[config.mk]
export PLATFORM = sky130hd
export DESIGN_NAME = delta_list_timer_queue_flat
export DESIGN_NICKNAME = d
export VERILOG_FILES = /design/src/rtl/dltq_pkg.sv /design/src/rtl/dltq_if.sv /design/src/rtl/dltq_cell.sv /design/src/rtl/delta_list_timer_queue.sv /design/src/flat_wrapper.sv
export VERILOG_INCLUDE_DIRS = /design/src /design/src/rtl
export SDC_FILE = /design/constraint.sdc
export NUM_CORES = 2
export LEC_CHECK = 0
export BUFFER_PORTS_ARGS = -buffer_cell sky130_fd_sc_hd__clkbuf_2
export CELL_PAD_IN_SITES_DETAIL_PLACEMENT = 1
export CELL_PAD_IN_SITES_GLOBAL_PLACEMENT = 1
export CORE_UTILIZATION = 57
export CTS_CLUSTER_DIAMETER = 80
export CTS_CLUSTER_SIZE = 28
export DETAILED_ROUTE_END_ITERATION = 8
export PLACE_DENSITY = 0.86
export SLEW_MARGIN = 25
export SYNTH_ARGS = -nofsm -noshare
export SYNTH_HDL_FRONTEND = slang
export SYNTH_HIERARCHICAL = 1
export SYNTH_SLANG_ARGS = --single-unit
[constraint.sdc]
create_clock -name clk -period 7.79 [get_ports clk]
set_input_delay 1.1685 -clock clk [delete_from_list [all_inputs] [get_ports clk]]
set_output_delay 1.1685 -clock clk [all_outputs]
set_load 0.01 [all_outputs]
[src/rtl/delta_list_timer_queue_defines.svh]
// ----------------------------------------------------------------------------
// delta_list_timer_queue_defines
// Assertion macros shared by the timer queue RTL.
// ----------------------------------------------------------------------------
`ifndef DELTA_LIST_TIMER_QUEUE_DEFINES_SVH
`define DELTA_LIST_TIMER_QUEUE_DEFINES_SVH

// same-cycle implication, clocked on clk, off during rst
`define DLTQ_ASSERT_NOW(label, ante, cons, msg) \
  label: assert property (@(posedge clk) disable iff (rst) (ante) |-> (cons)) \
    else $error(msg);

// next-cycle implication, clocked on clk, off during rst
`define DLTQ_ASSERT_NXT(label, ante, cons, msg) \
  label: assert property (@(posedge clk) disable iff (rst) (ante) |=> (cons)) \
    else $error(msg);

`endif

[src/rtl/dltq_pkg.sv]
// ----------------------------------------------------------------------------
// dltq_pkg
// Types, codes and defaults for the delta list timer queue.
// ----------------------------------------------------------------------------
package dltq_pkg;

  localparam int CAPACITY_DEF   = 16;
  localparam int TIME_WIDTH_DEF = 32;

  localparam logic [1:0] ACT_ADD    = 2'd0;
  localparam logic [1:0] ACT_CANCEL = 2'd1;
  localparam logic [1:0] ACT_TICK   = 2'd2;

  localparam logic [1:0] KIND_ADD    = 2'd0;
  localparam logic [1:0] KIND_CANCEL = 2'd1;
  localparam logic [1:0] KIND_EXPIRE = 2'd2;

  localparam logic [1:0] STAT_OK        = 2'd0;
  localparam logic [1:0] STAT_NOT_FOUND = 2'd1;
  localparam logic [1:0] STAT_FULL      = 2'd2;

  typedef struct packed {
    logic pop;   // take the right neighbor's entry
    logic load;  // take the pushed entry
    logic hwr;   // rewrite own delta in place
  } cell_ctrl_t;

endpackage

[src/rtl/dltq_if.sv]
// ----------------------------------------------------------------------------
// dltq_if
// Request and result channels of the delta list timer queue.
// ----------------------------------------------------------------------------
interface dltq_req_if;
  logic        valid;
  logic        ready;
  logic [1:0]  action;
  logic [31:0] tag;
  logic [31:0] timeout_ticks;
  logic [15:0] elapsed_ticks;

  modport source(output valid, action, tag, timeout_ticks, elapsed_ticks, input ready);
  modport sink(input valid, action, tag, timeout_ticks, elapsed_ticks, output ready);
endinterface

interface dltq_res_if;
  logic        valid;
  logic        ready;
  logic [1:0]  kind;
  logic [31:0] tag_res;
  logic [1:0]  status;
  logic        last;

  modport source(output valid, kind, tag_res, status, last, input ready);
  modport sink(input valid, kind, tag_res, status, last, output ready);
endinterface

[src/rtl/dltq_cell.sv]
// ----------------------------------------------------------------------------
// dltq_cell
// One slot of the timer chain: a tag and its delta after the slot before.
// ----------------------------------------------------------------------------
module dltq_cell #(
  parameter int TIME_WIDTH = dltq_pkg::TIME_WIDTH_DEF
) (
  input  logic                   clk,
  input  dltq_pkg::cell_ctrl_t   ctrl,
  input  logic [31:0]            push_tag,
  input  logic [TIME_WIDTH-1:0]  push_delta,
  input  logic [31:0]            right_tag,
  input  logic [TIME_WIDTH-1:0]  right_delta,
  input  logic [TIME_WIDTH-1:0]  head_delta,
  output logic [31:0]            tag,
  output logic [TIME_WIDTH-1:0]  delta
);

  always_ff @(posedge clk) begin
    if (ctrl.load) begin
      tag   <= push_tag;
      delta <= push_delta;
    end else if (ctrl.pop) begin
      tag   <= right_tag;
      delta <= right_delta;
    end else if (ctrl.hwr) begin
      delta <= head_delta;
    end
  end

endmodule

[src/rtl/delta_list_timer_queue.sv]
// ----------------------------------------------------------------------------
// delta_list_timer_queue
// Retransmission timers kept as a delta list in a chain of cells.
// ----------------------------------------------------------------------------
// channel  dir  payload
// request  in   action, tag, timeout_ticks, elapsed_ticks
// result   out  kind, tag_res, status, last
//
// Each step pops the head cell and/or pushes at the tail, so a walk rotates
// the list once through the head. A full add skips the walk, and a tick on
// an empty list returns straight to idle.
// A stalled result holds a tick's expiries and the pending response; a new
// request is taken only when idle.
// Reset clears count, state and result valid only; cell contents need
// no clearing.
// ----------------------------------------------------------------------------
module delta_list_timer_queue #(
  parameter int CAPACITY   = dltq_pkg::CAPACITY_DEF,
  parameter int TIME_WIDTH = dltq_pkg::TIME_WIDTH_DEF
) (
  input logic     clk,
  input logic     rst,
  dltq_req_if.sink   request,
  dltq_res_if.source result
);

  `include "delta_list_timer_queue_defines.svh"

  localparam int TW = TIME_WIDTH;
  localparam int DW = (TW > 16) ? TW : 16;
  localparam int XW = (TW > 32) ? TW : 32;
  localparam int NW = $clog2(CAPACITY + 1);

  typedef enum logic [4:0] {
    ST_IDLE = 5'b00001,
    ST_ADD  = 5'b00010,
    ST_CAN  = 5'b00100,
    ST_TICK = 5'b01000,
    ST_RESP = 5'b10000
  } state_t;

  state_t        state, state_next;
  logic [NW-1:0] n, n_next;
  logic [NW-1:0] rem, rem_next;
  logic [TW-1:0] t, t_next;
  logic [TW-1:0] carry, carry_next;
  logic          carry_v, carry_v_next;
  logic          ins, ins_next;
  logic          found, found_next;
  logic [DW-1:0] debt, debt_next;
  logic [31:0]   tag_r, tag_r_next;
  logic [1:0]    kind_r, kind_r_next;
  logic [1:0]    stat_r, stat_r_next;

  logic          ov;
  logic [1:0]    o_kind;
  logic [31:0]   o_tag;
  logic [1:0]    o_status;
  logic          o_last;

  logic          out_load;
  logic [1:0]    ld_kind;
  logic [31:0]   ld_tag;
  logic [1:0]    ld_status;
  logic          ld_last;
  logic          can_emit;
  logic          req_acc;

  logic          pop, push, hwr;
  logic [31:0]   push_tag;
  logic [TW-1:0] push_delta;
  logic [TW-1:0] head_wr;

  logic [31:0]   c_tag   [CAPACITY];
  logic [TW-1:0] c_delta [CAPACITY];

  logic [XW-1:0] tmo_x;
  logic [TW-1:0] tmo_sat;
  logic [TW:0]   sum;
  logic [TW-1:0] sum_sat;
  logic [DW-1:0] d0_x, d1_x, debt_left;
  logic          exp_last;

  assign request.ready = (state == ST_IDLE) && !rst;
  assign req_acc       = request.valid && request.ready;
  assign can_emit      = !ov || result.ready;

  assign tmo_x   = XW'(request.timeout_ticks);
  assign tmo_sat = (tmo_x > XW'({TW{1'b1}})) ? {TW{1'b1}} : TW'(tmo_x);

  assign sum     = {1'b0, c_delta[0]} + {1'b0, carry};
  assign sum_sat = sum[TW] ? {TW{1'b1}} : sum[TW-1:0];

  assign d0_x      = DW'(c_delta[0]);
  assign d1_x      = DW'(c_delta[1]);
  assign debt_left = debt - d0_x;
  assign exp_last  = (n == NW'(1)) || (d1_x > debt_left);

  always_comb begin
    state_next   = state;
    n_next       = n;
    rem_next     = rem;
    t_next       = t;
    carry_next   = carry;
    carry_v_next = carry_v;
    ins_next     = ins;
    found_next   = found;
    debt_next    = debt;
    tag_r_next   = tag_r;
    kind_r_next  = kind_r;
    stat_r_next  = stat_r;
    pop          = 1'b0;
    push         = 1'b0;
    hwr          = 1'b0;
    push_tag     = c_tag[0];
    push_delta   = c_delta[0];
    head_wr      = c_delta[0];
    out_load     = 1'b0;
    ld_kind      = kind_r;
    ld_tag       = tag_r;
    ld_status    = stat_r;
    ld_last      = 1'b1;

    unique case (state)
      ST_IDLE: begin
        if (req_acc) begin
          tag_r_next = request.tag;
          rem_next   = n;
          if (request.action == dltq_pkg::ACT_ADD) begin
            kind_r_next = dltq_pkg::KIND_ADD;
            t_next      = tmo_sat;
            ins_next    = 1'b0;
            if (n == NW'(CAPACITY)) begin
              stat_r_next = dltq_pkg::STAT_FULL;
              state_next  = ST_RESP;
            end else begin
              stat_r_next = dltq_pkg::STAT_OK;
              state_next  = ST_ADD;
            end
          end else if (request.action == dltq_pkg::ACT_CANCEL) begin
            kind_r_next  = dltq_pkg::KIND_CANCEL;
            found_next   = 1'b0;
            carry_v_next = 1'b0;
            state_next   = ST_CAN;
          end else if (request.action == dltq_pkg::ACT_TICK) begin
            debt_next = DW'(request.elapsed_ticks);
            if (n != '0) state_next = ST_TICK;
          end
        end
      end
      ST_ADD: begin
        if (rem == '0) begin
          if (!ins) begin
            push       = 1'b1;
            push_tag   = tag_r;
            push_delta = t;
            n_next     = n + NW'(1);
          end
          state_next = ST_RESP;
        end else if (!ins && (t > c_delta[0])) begin
          pop      = 1'b1;
          push     = 1'b1;
          t_next   = t - c_delta[0];
          rem_next = rem - NW'(1);
        end else if (!ins) begin
          push       = 1'b1;
          push_tag   = tag_r;
          push_delta = t;
          hwr        = 1'b1;
          head_wr    = c_delta[0] - t;
          ins_next   = 1'b1;
          n_next     = n + NW'(1);
        end else begin
          pop      = 1'b1;
          push     = 1'b1;
          rem_next = rem - NW'(1);
        end
      end
      ST_CAN: begin
        if (rem == '0) begin
          stat_r_next = found ? dltq_pkg::STAT_OK : dltq_pkg::STAT_NOT_FOUND;
          state_next  = ST_RESP;
        end else if (!found && (c_tag[0] == tag_r)) begin
          pop          = 1'b1;
          n_next       = n - NW'(1);
          rem_next     = rem - NW'(1);
          found_next   = 1'b1;
          carry_next   = c_delta[0];
          carry_v_next = 1'b1;
        end else begin
          pop          = 1'b1;
          push         = 1'b1;
          push_delta   = carry_v ? sum_sat : c_delta[0];
          carry_v_next = 1'b0;
          rem_next     = rem - NW'(1);
        end
      end
      ST_TICK: begin
        if (d0_x > debt) begin
          hwr        = 1'b1;
          head_wr    = TW'(d0_x - debt);
          state_next = ST_IDLE;
        end else if (can_emit) begin
          pop       = 1'b1;
          n_next    = n - NW'(1);
          debt_next = debt_left;
          out_load  = 1'b1;
          ld_kind   = dltq_pkg::KIND_EXPIRE;
          ld_tag    = c_tag[0];
          ld_status = dltq_pkg::STAT_OK;
          ld_last   = exp_last;
          // new head still owes the leftover debt
          if (n == NW'(1)) state_next = ST_IDLE;
        end
      end
      ST_RESP: begin
        if (can_emit) begin
          out_load   = 1'b1;
          state_next = ST_IDLE;
        end
      end
      default: state_next = ST_IDLE;
    endcase
  end

  always_ff @(posedge clk) begin
    if (rst) begin
      state <= ST_IDLE;
      n     <= '0;
      ov    <= 1'b0;
    end else begin
      state <= state_next;
      n     <= n_next;
      if (out_load) ov <= 1'b1;
      else if (result.ready) ov <= 1'b0;
    end
  end

  always_ff @(posedge clk) begin
    rem     <= rem_next;
    t       <= t_next;
    carry   <= carry_next;
    carry_v <= carry_v_next;
    ins     <= ins_next;
    found   <= found_next;
    debt    <= debt_next;
    tag_r   <= tag_r_next;
    kind_r  <= kind_r_next;
    stat_r  <= stat_r_next;
    if (out_load) begin
      o_kind   <= ld_kind;
      o_tag    <= ld_tag;
      o_status <= ld_status;
      o_last   <= ld_last;
    end
  end

  assign result.valid   = ov;
  assign result.kind    = o_kind;
  assign result.tag_res = o_tag;
  assign result.status  = o_status;
  assign result.last    = o_last;

  for (genvar i = 0; i < CAPACITY; i++) begin : g_cell
    dltq_pkg::cell_ctrl_t ctrl;
    logic [31:0]          r_tag;
    logic [TW-1:0]        r_delta;

    if (i < CAPACITY - 1) begin : g_mid
      assign r_tag   = c_tag[i+1];
      assign r_delta = c_delta[i+1];
    end else begin : g_end
      assign r_tag   = c_tag[i];
      assign r_delta = c_delta[i];
    end

    assign ctrl.pop  = pop;
    assign ctrl.load = push && (NW'(i) == (pop ? n - NW'(1) : n));
    assign ctrl.hwr  = (i == 0) && hwr;

    dltq_cell #(
      .TIME_WIDTH(TIME_WIDTH)
    ) u_cell (
      .clk        (clk),
      .ctrl       (ctrl),
      .push_tag   (push_tag),
      .push_delta (push_delta),
      .right_tag  (r_tag),
      .right_delta(r_delta),
      .head_delta (head_wr),
      .tag        (c_tag[i]),
      .delta      (c_delta[i])
    );
  end

  `DLTQ_ASSERT_NOW(a_count_bound, 1'b1, n <= NW'(CAPACITY), "entry count above capacity")
  `DLTQ_ASSERT_NOW(a_walk_rem, (state == ST_ADD) || (state == ST_CAN), rem <= n,
                   "walk counter above entry count")
  `DLTQ_ASSERT_NXT(a_full_add,
                   req_acc && (request.action == dltq_pkg::ACT_ADD) && (n == NW'(CAPACITY)),
                   (n == NW'(CAPACITY)) && (state == ST_RESP), "full add changed the list")
  `DLTQ_ASSERT_NOW(a_expire_more, out_load && (state == ST_TICK) && !ld_last, n >= NW'(2),
                   "non-final expiry with no entry behind it")

endmodule

[src/flat_wrapper.sv]
// flat-port wrapper written by rule: the top's interface ports become plain ports
module delta_list_timer_queue_flat 
#(
  parameter int CAPACITY   = dltq_pkg::CAPACITY_DEF,
  parameter int TIME_WIDTH = dltq_pkg::TIME_WIDTH_DEF
)
  (clk, rst, request_valid, request_action, request_tag, request_timeout_ticks, request_elapsed_ticks, request_ready, result_valid, result_kind, result_tag_res, result_status, result_last, result_ready);
  dltq_req_if request_i ();
  dltq_res_if result_i ();
  input logic clk;
  input logic rst;
  input wire logic [$bits(request_i.valid)-1:0] request_valid;
  input wire logic [$bits(request_i.action)-1:0] request_action;
  input wire logic [$bits(request_i.tag)-1:0] request_tag;
  input wire logic [$bits(request_i.timeout_ticks)-1:0] request_timeout_ticks;
  input wire logic [$bits(request_i.elapsed_ticks)-1:0] request_elapsed_ticks;
  output wire logic [$bits(request_i.ready)-1:0] request_ready;
  output wire logic [$bits(result_i.valid)-1:0] result_valid;
  output wire logic [$bits(result_i.kind)-1:0] result_kind;
  output wire logic [$bits(result_i.tag_res)-1:0] result_tag_res;
  output wire logic [$bits(result_i.status)-1:0] result_status;
  output wire logic [$bits(result_i.last)-1:0] result_last;
  input wire logic [$bits(result_i.ready)-1:0] result_ready;
  assign request_i.valid = request_valid;
  assign request_i.action = request_action;
  assign request_i.tag = request_tag;
  assign request_i.timeout_ticks = request_timeout_ticks;
  assign request_i.elapsed_ticks = request_elapsed_ticks;
  assign request_ready = request_i.ready;
  assign result_valid = result_i.valid;
  assign result_kind = result_i.kind;
  assign result_tag_res = result_i.tag_res;
  assign result_status = result_i.status;
  assign result_last = result_i.last;
  assign result_i.ready = result_ready;
  delta_list_timer_queue #(.CAPACITY(CAPACITY), .TIME_WIDTH(TIME_WIDTH)) u_core (.clk(clk), .rst(rst), .request(request_i), .result(result_i));
endmodule
# ---- After elaboration in Yosys (flattened, before gate mapping)
# Index checks and enable logic that the tools add are counted.
dict set report classes {
  order_cmp 4
  muxes 167
  eq_ne 51
  addsub 8
  n_bitwise 3
  n_reduce_logical 70
}
# op count
set ops {}
lappend ops {{32-bit two-way mux} 90}
lappend ops {{32-bit case mux with 2 select lines} 4}
lappend ops {{32-bit subtractor} 4}
lappend ops {{5-bit two-way mux} 24}
lappend ops {{32-bit greater-than comparator} 3}
lappend ops {{4-bit by 5-bit == test with 1-bit output (first input constant)} 8}
lappend ops {{2-bit nonzero test} 20}
lappend ops {{32-bit by 32-bit adder with 33-bit output} 1}
lappend ops {{32-bit == test} 1}
lappend ops {{32-bit greater-than comparator (second input constant)} 1}
lappend ops {{1-bit two-way mux} 30}
lappend ops {{5-bit case mux with 3 select lines} 2}
lappend ops {{3-bit by 5-bit == test with 1-bit output (first input constant)} 4}
lappend ops {{1-bit logical AND} 20}
lappend ops {{5-bit case mux with 4 select lines} 1}
lappend ops {{5-bit AND reduction} 4}
lappend ops {{2-bit != test (second input constant)} 9}
lappend ops {{6-bit AND reduction} 3}
lappend ops {{2-bit two-way mux} 8}
lappend ops {{2-bit by 1-bit != test with 1-bit output (second input constant)} 7}
lappend ops {{7-bit AND reduction} 2}
lappend ops {{4-bit != test (second input constant)} 3}
lappend ops {{1-bit case mux with 2 select lines} 6}
lappend ops {{2-bit by 5-bit == test with 1-bit output (first input constant)} 2}
lappend ops {{other kinds (29)} 46}
dict set report word_totals {
  regBits 1211
  elab_cells 353
  input_bits 86
  output_inout_bits 39
}

# ---- Logic depth before layout (Yosys ltp)
dict set report depth {
  depth_word 10
  ltp_mapped 22
  depth_no_buf 21
}

# ---- Hierarchy
# The synthesis kept the hierarchy.
# mod instances cells_each seq_area_each_um2 area_each_um2
set modules_own_cells {}
lappend modules_own_cells {dltq_cell 16 209 1921.8 3183.1}
lappend modules_own_cells {delta_list_timer_queue 1 2202 5505.3 18709.2}

# ---- Worst setup path after synthesis
# Ideal clock, no wire load.
dict set report synth_path {
  path_kind {register to register}
  from {register u_core.g_cell[0].u_cell.delta[0]}
  to {register u_core.debt[0] (enable)}
  stages_incl_launch_ff 14
  arrival_ps 4868
  setup_ps 461
  synth_period_minus_slack_ps 5329
  path_slack_ps 2461
  path_buffers 1
  required_ps 7329
  path_cell_list {edfxtp_1 inv_1 ha_1 inv_1 fa_1 nand3_1 a21oi_1 o311ai_1 o211ai_1 a221oi_2 or2_1 nor2_1 clkbuf_1 nor3_1}
}
dict set report synth_via {
  elab_chain_cells 3
}
# element line
set synth_rtl {}
lappend synth_rtl {{start, declared} dltq_cell.sv:16} ;# output logic [TIME_WIDTH-1:0] delta
lappend synth_rtl {{start signal, assigned} dltq_cell.sv:22} ;# delta <= push_delta;
lappend synth_rtl {{start signal, assigned} dltq_cell.sv:25} ;# delta <= right_delta;
lappend synth_rtl {{start signal, assigned} dltq_cell.sv:27} ;# delta <= head_delta;
lappend synth_rtl {{32-bit greater-than comparator} delta_list_timer_queue.sv:199} ;# if (d0_x > debt) begin
lappend synth_rtl {{2-bit != test (no line)} -}
lappend synth_rtl {{7-bit AND reduction (no line)} -}
lappend synth_rtl {{end signal, assigned} delta_list_timer_queue.sv:246} ;# debt <= debt_next;
lappend synth_rtl {{end, declared} delta_list_timer_queue.sv:50} ;# logic [DW-1:0] debt, debt_next;
# No other way between the ends.
# A chain may end at the register's enable or synchronous reset.

==> impl_metrics.ini <==
[cts]
clk_pin_slew_ns = 0.11
h-tree-depth = 3
post_cts.repair.setup_buffers = 0
cts_root_buf = clkbuf_16
ctsResizeCount = 0
clk_latency_ns = 0.71
cts_made_buffers = 66
hold_buffers = 0
cts_tree = yes
cts_num_sinks = 1211
clk_path_buf_depth = 3

[timing]
max_freq_mhz = 148
finClkSkew_ns = 0.0645
setup_slack_ns = 1.04
report.final.slew_viol_count = 0
min_period_over_period_pct = 86.7
rsz0062_at_grt = no
period_needed_ns = 6.75
setup_viol = 0
worstMarginPinSlew_ns = 1.15
setup_tns_ns = 0
whs_ns = 0.548
slew_headroom_pct = 23.5
finalHoldViolations = 0

[floorplanning]
die_h_microns = 352
fp-row-count = 127
core_area_sq_mm = 0.121
initial_core_util_pct = 57.7
dieArea_sq_mm = 0.124
io_pins = 125
die_x_microns = 352

[final_layout]
syn2layout_area_growth_pct = 4.20
layout.nets = 5791
fillers = 11869
diodes = 0
layout-drive-gt1-share_pct = 18.1

[pwr]
clock_power_share_pct = 23.2
power_mw = 17.7
switching_share_pct = 33.8
power-per-cell-area_mw_per_mm2 = 243
p_leak_nw = 24.9
internal_power_mw = 11.7
ir_drop_v = 0.000218
p_sw_mw = 5.98
combPwrFrac_pct = 27.6
power_frac_seq_pct = 49.2

[route]
ant_nets = 0
drt_pass1_iterations = 6
vias = 46360
route.detailed.wl_per_inst_microns = 28.6
via_per_inst = 6.48
routed_wl_mm = 205
drc = 0
drt_iter0_markers = 4762

[hold_path]
min_from = u_core/g_cell[10].u_cell/tag[2]
hold_class = register to register
hold_path_end = u_core/g_cell[9].u_cell/tag[2]
hold_depth = 1

[placement]
gp_congestion = 0.917
post-place-ws_ns = 1.18
place.port_buffers = 124
place_hpwl_mm = 139

[yosys]
dominantRegCellSynth = edfxtp_1
syn_area_per_cell_sq_um = 12.6
synthTopCellsByArea = edfxtp_1, mux2_4, mux2i_1
synthesis.area_sq_mm = 0.0696
ys_warn_count = 6
yosysSeqAreaShare_pct = 52.1
yosysTopAreaCell = edfxtp_1
synth_top_area_share_pct = 51.7
syn_inst = 5546
ys_ff_latch = 1211
yosys.cell_types.count = 84
synth-async-reset-ratio_pct = 0
synth-edff-count = 1200

[setup_path]
worst_r2r_endpoint = u_core/g_cell[14].u_cell/tag[20]
cp_data_arrival_time_ns = 7.06
crit_type = register to register
critPathMaxFanout = 71
required_ns = 8.10
worst_path_max_delay_cell = or2_2
r2r_slack_ns = 1.04
cp-start-kind = register
endpoint_kind = register
critical_path.cell_chain = ha_1, nand4_1, or4b_1, o31ai_1, a21oi_1, o31a_1, o21ai_1, and3_1, inv_8, a21o_1, a21bo_1, nor2_4, buf_4, or2_2
r2r_start = u_core/g_cell[0].u_cell/delta[2]
rr_worst_depth = 14
max_stage_delay_ns = 0.76
startpoint = u_core/g_cell[0].u_cell/delta[2]

[grt]
grt_max_degree = 156
antenna_found_initial = 0
grt-ovfl-total = 0
grt_pass1_vias = 48565
grt_first_pass_wirelength_mm = 305
grt_use_total_pct = 32.5

[status]
status = finished clean

[run]
cap_viol_max_count = 0
-- power groups by stage --
stage	clock network [mW]	logic (mW)	registers, mW
after floorplan	0	3.27	8.62
after global placement	0	4.29	8.69
after detailed placement	0	4.61	8.80
after CTS	4.17	4.75	8.69
after global routing	4.30	5.16	8.75
final	4.10	4.87	8.69
-- cell type report --
| cell class | count | area (sq um) | area share [%] |
|---|---|---|---|
| Multi-Input combinational cell | 3841 | 30100 | 41.5 |
| Inverter | 163 | 619 | 0.854 |
| Sequential cell | 1211 | 36300 | 50.0 |
| Clock inverter | 36 | 445 | 0.614 |
| Clock buffer | 73 | 1720 | 2.37 |
| Tap cell | 1612 | 2020 | 2.78 |
| Timing Repair Buffer | 220 | 1390 | 1.92 |
-- state kept, by name, indices dropped and copies added, names as in the netlist, 2 cells and up --
name	count
u_core/n	5
u_core/result.tag_res	32
u_core/stat_r	2
u_core/result.status	2
u_core/tag_r	32
u_core/debt	32
u_core/g_cell.u_cell/delta	512
u_core/state	5
u_core/rem	5
u_core/result.kind	2
u_core/g_cell.u_cell/tag	512
u_core/t	32
u_core/carry	32
-- cells in the mapped netlist (48+ instances only) --
master and number:
edfxtp_1 1200, nand2_1 708, mux2i_1 516, mux2_4 512
o21ai_1 478, a21oi_1 202, o21ai_0 201, ha_1 197
inv_1 160, nor2_1 155, buf_6 145, xnor2_1 129
clkbuf_1 82, a21o_1 71, buf_2 59, buf_8 48
-- cell families after synthesis --
family | after synthesis | synth area share (%)
xor gates and xnor gates | 173 | 2.18
buffers and inverters | 508 | 5.20
muxes | 1094 | 19.5
and+or+nand+nor | 1134 | 7.04
adders and majority gates | 202 | 3.68
AOI/OAI and AO/OA | 1223 | 10.3
DFF | 1211 | 52.1
other | 1 | 0.00538
-- worst max-delay path by stage --
| stage | end | depth (start not counted) |
|---|---|---|
| 3_3_place_gp | u_core/g_cell[14].u_cell/delta[21] | 13 |
| 4_1_cts | u_core/g_cell[14].u_cell/tag[16] | 14 |
| 2_1_floorplan | u_core/debt[0] | 13 |
| 5_1_grt | u_core/g_cell[14].u_cell/tag[20] | 14 |
| 3_5_place_dp | u_core/g_cell[14].u_cell/tag[1] | 14 |
| 6_report | u_core/g_cell[14].u_cell/tag[20] | 14 |
-- routing by layer --
metal / GRT usage, % / share of wire (%) / wire [microns]
met5: 0 / 0 / 0
met1: 42.6 / 41 / 84300
met4: 12.5 / 4.1 / 8300
met2: 55.0 / 48 / 99200
met3: 4.21 / 6.2 / 12800
-- worst max-delay path, delay by kind of cell, from the launching register on --
family / cells / cell delay (ns)
simple gates: 5 / 2.48
buf+inv: 2 / 1.01
fa+ha+maj: 1 / 0.58
flops: 1 / 0.60
compound gates: 6 / 1.61
-- metrics by stage --
step / instance area, sq um / cells / utilization, %
finish: 72600 / 7156 / 60.2
global route: 72600 / 7156 / 60.2
CTS: 72500 / 7153 / 60.1
detailed placement: 70300 / 7044 / 58.3
global placement: 70300 / 7044 / 58.3
floorplan: 69700 / 5560 / -
-- layout by cell type, fill, tap and decap left out, drive strengths merged, types with 20 or more instances in the layout --
master	Yosys	final
a21o	72	72
a21oi	202	202
a22oi	36	36
buf	263	96
clkbuf	82	197
edfxtp	1200	1200
ha	197	197
inv	162	176
mux2	578	578
mux2i	516	516
nand2	708	708
nand2b	20	20
nand3	46	46
nand4	38	38
nor2	156	156
nor3	32	32
o21ai	712	712
o21bai	31	31
o221ai	25	25
or2	23	23
or3	25	25
xnor2	129	129
xor2	44	44
(Power assumes the default switching activity.)
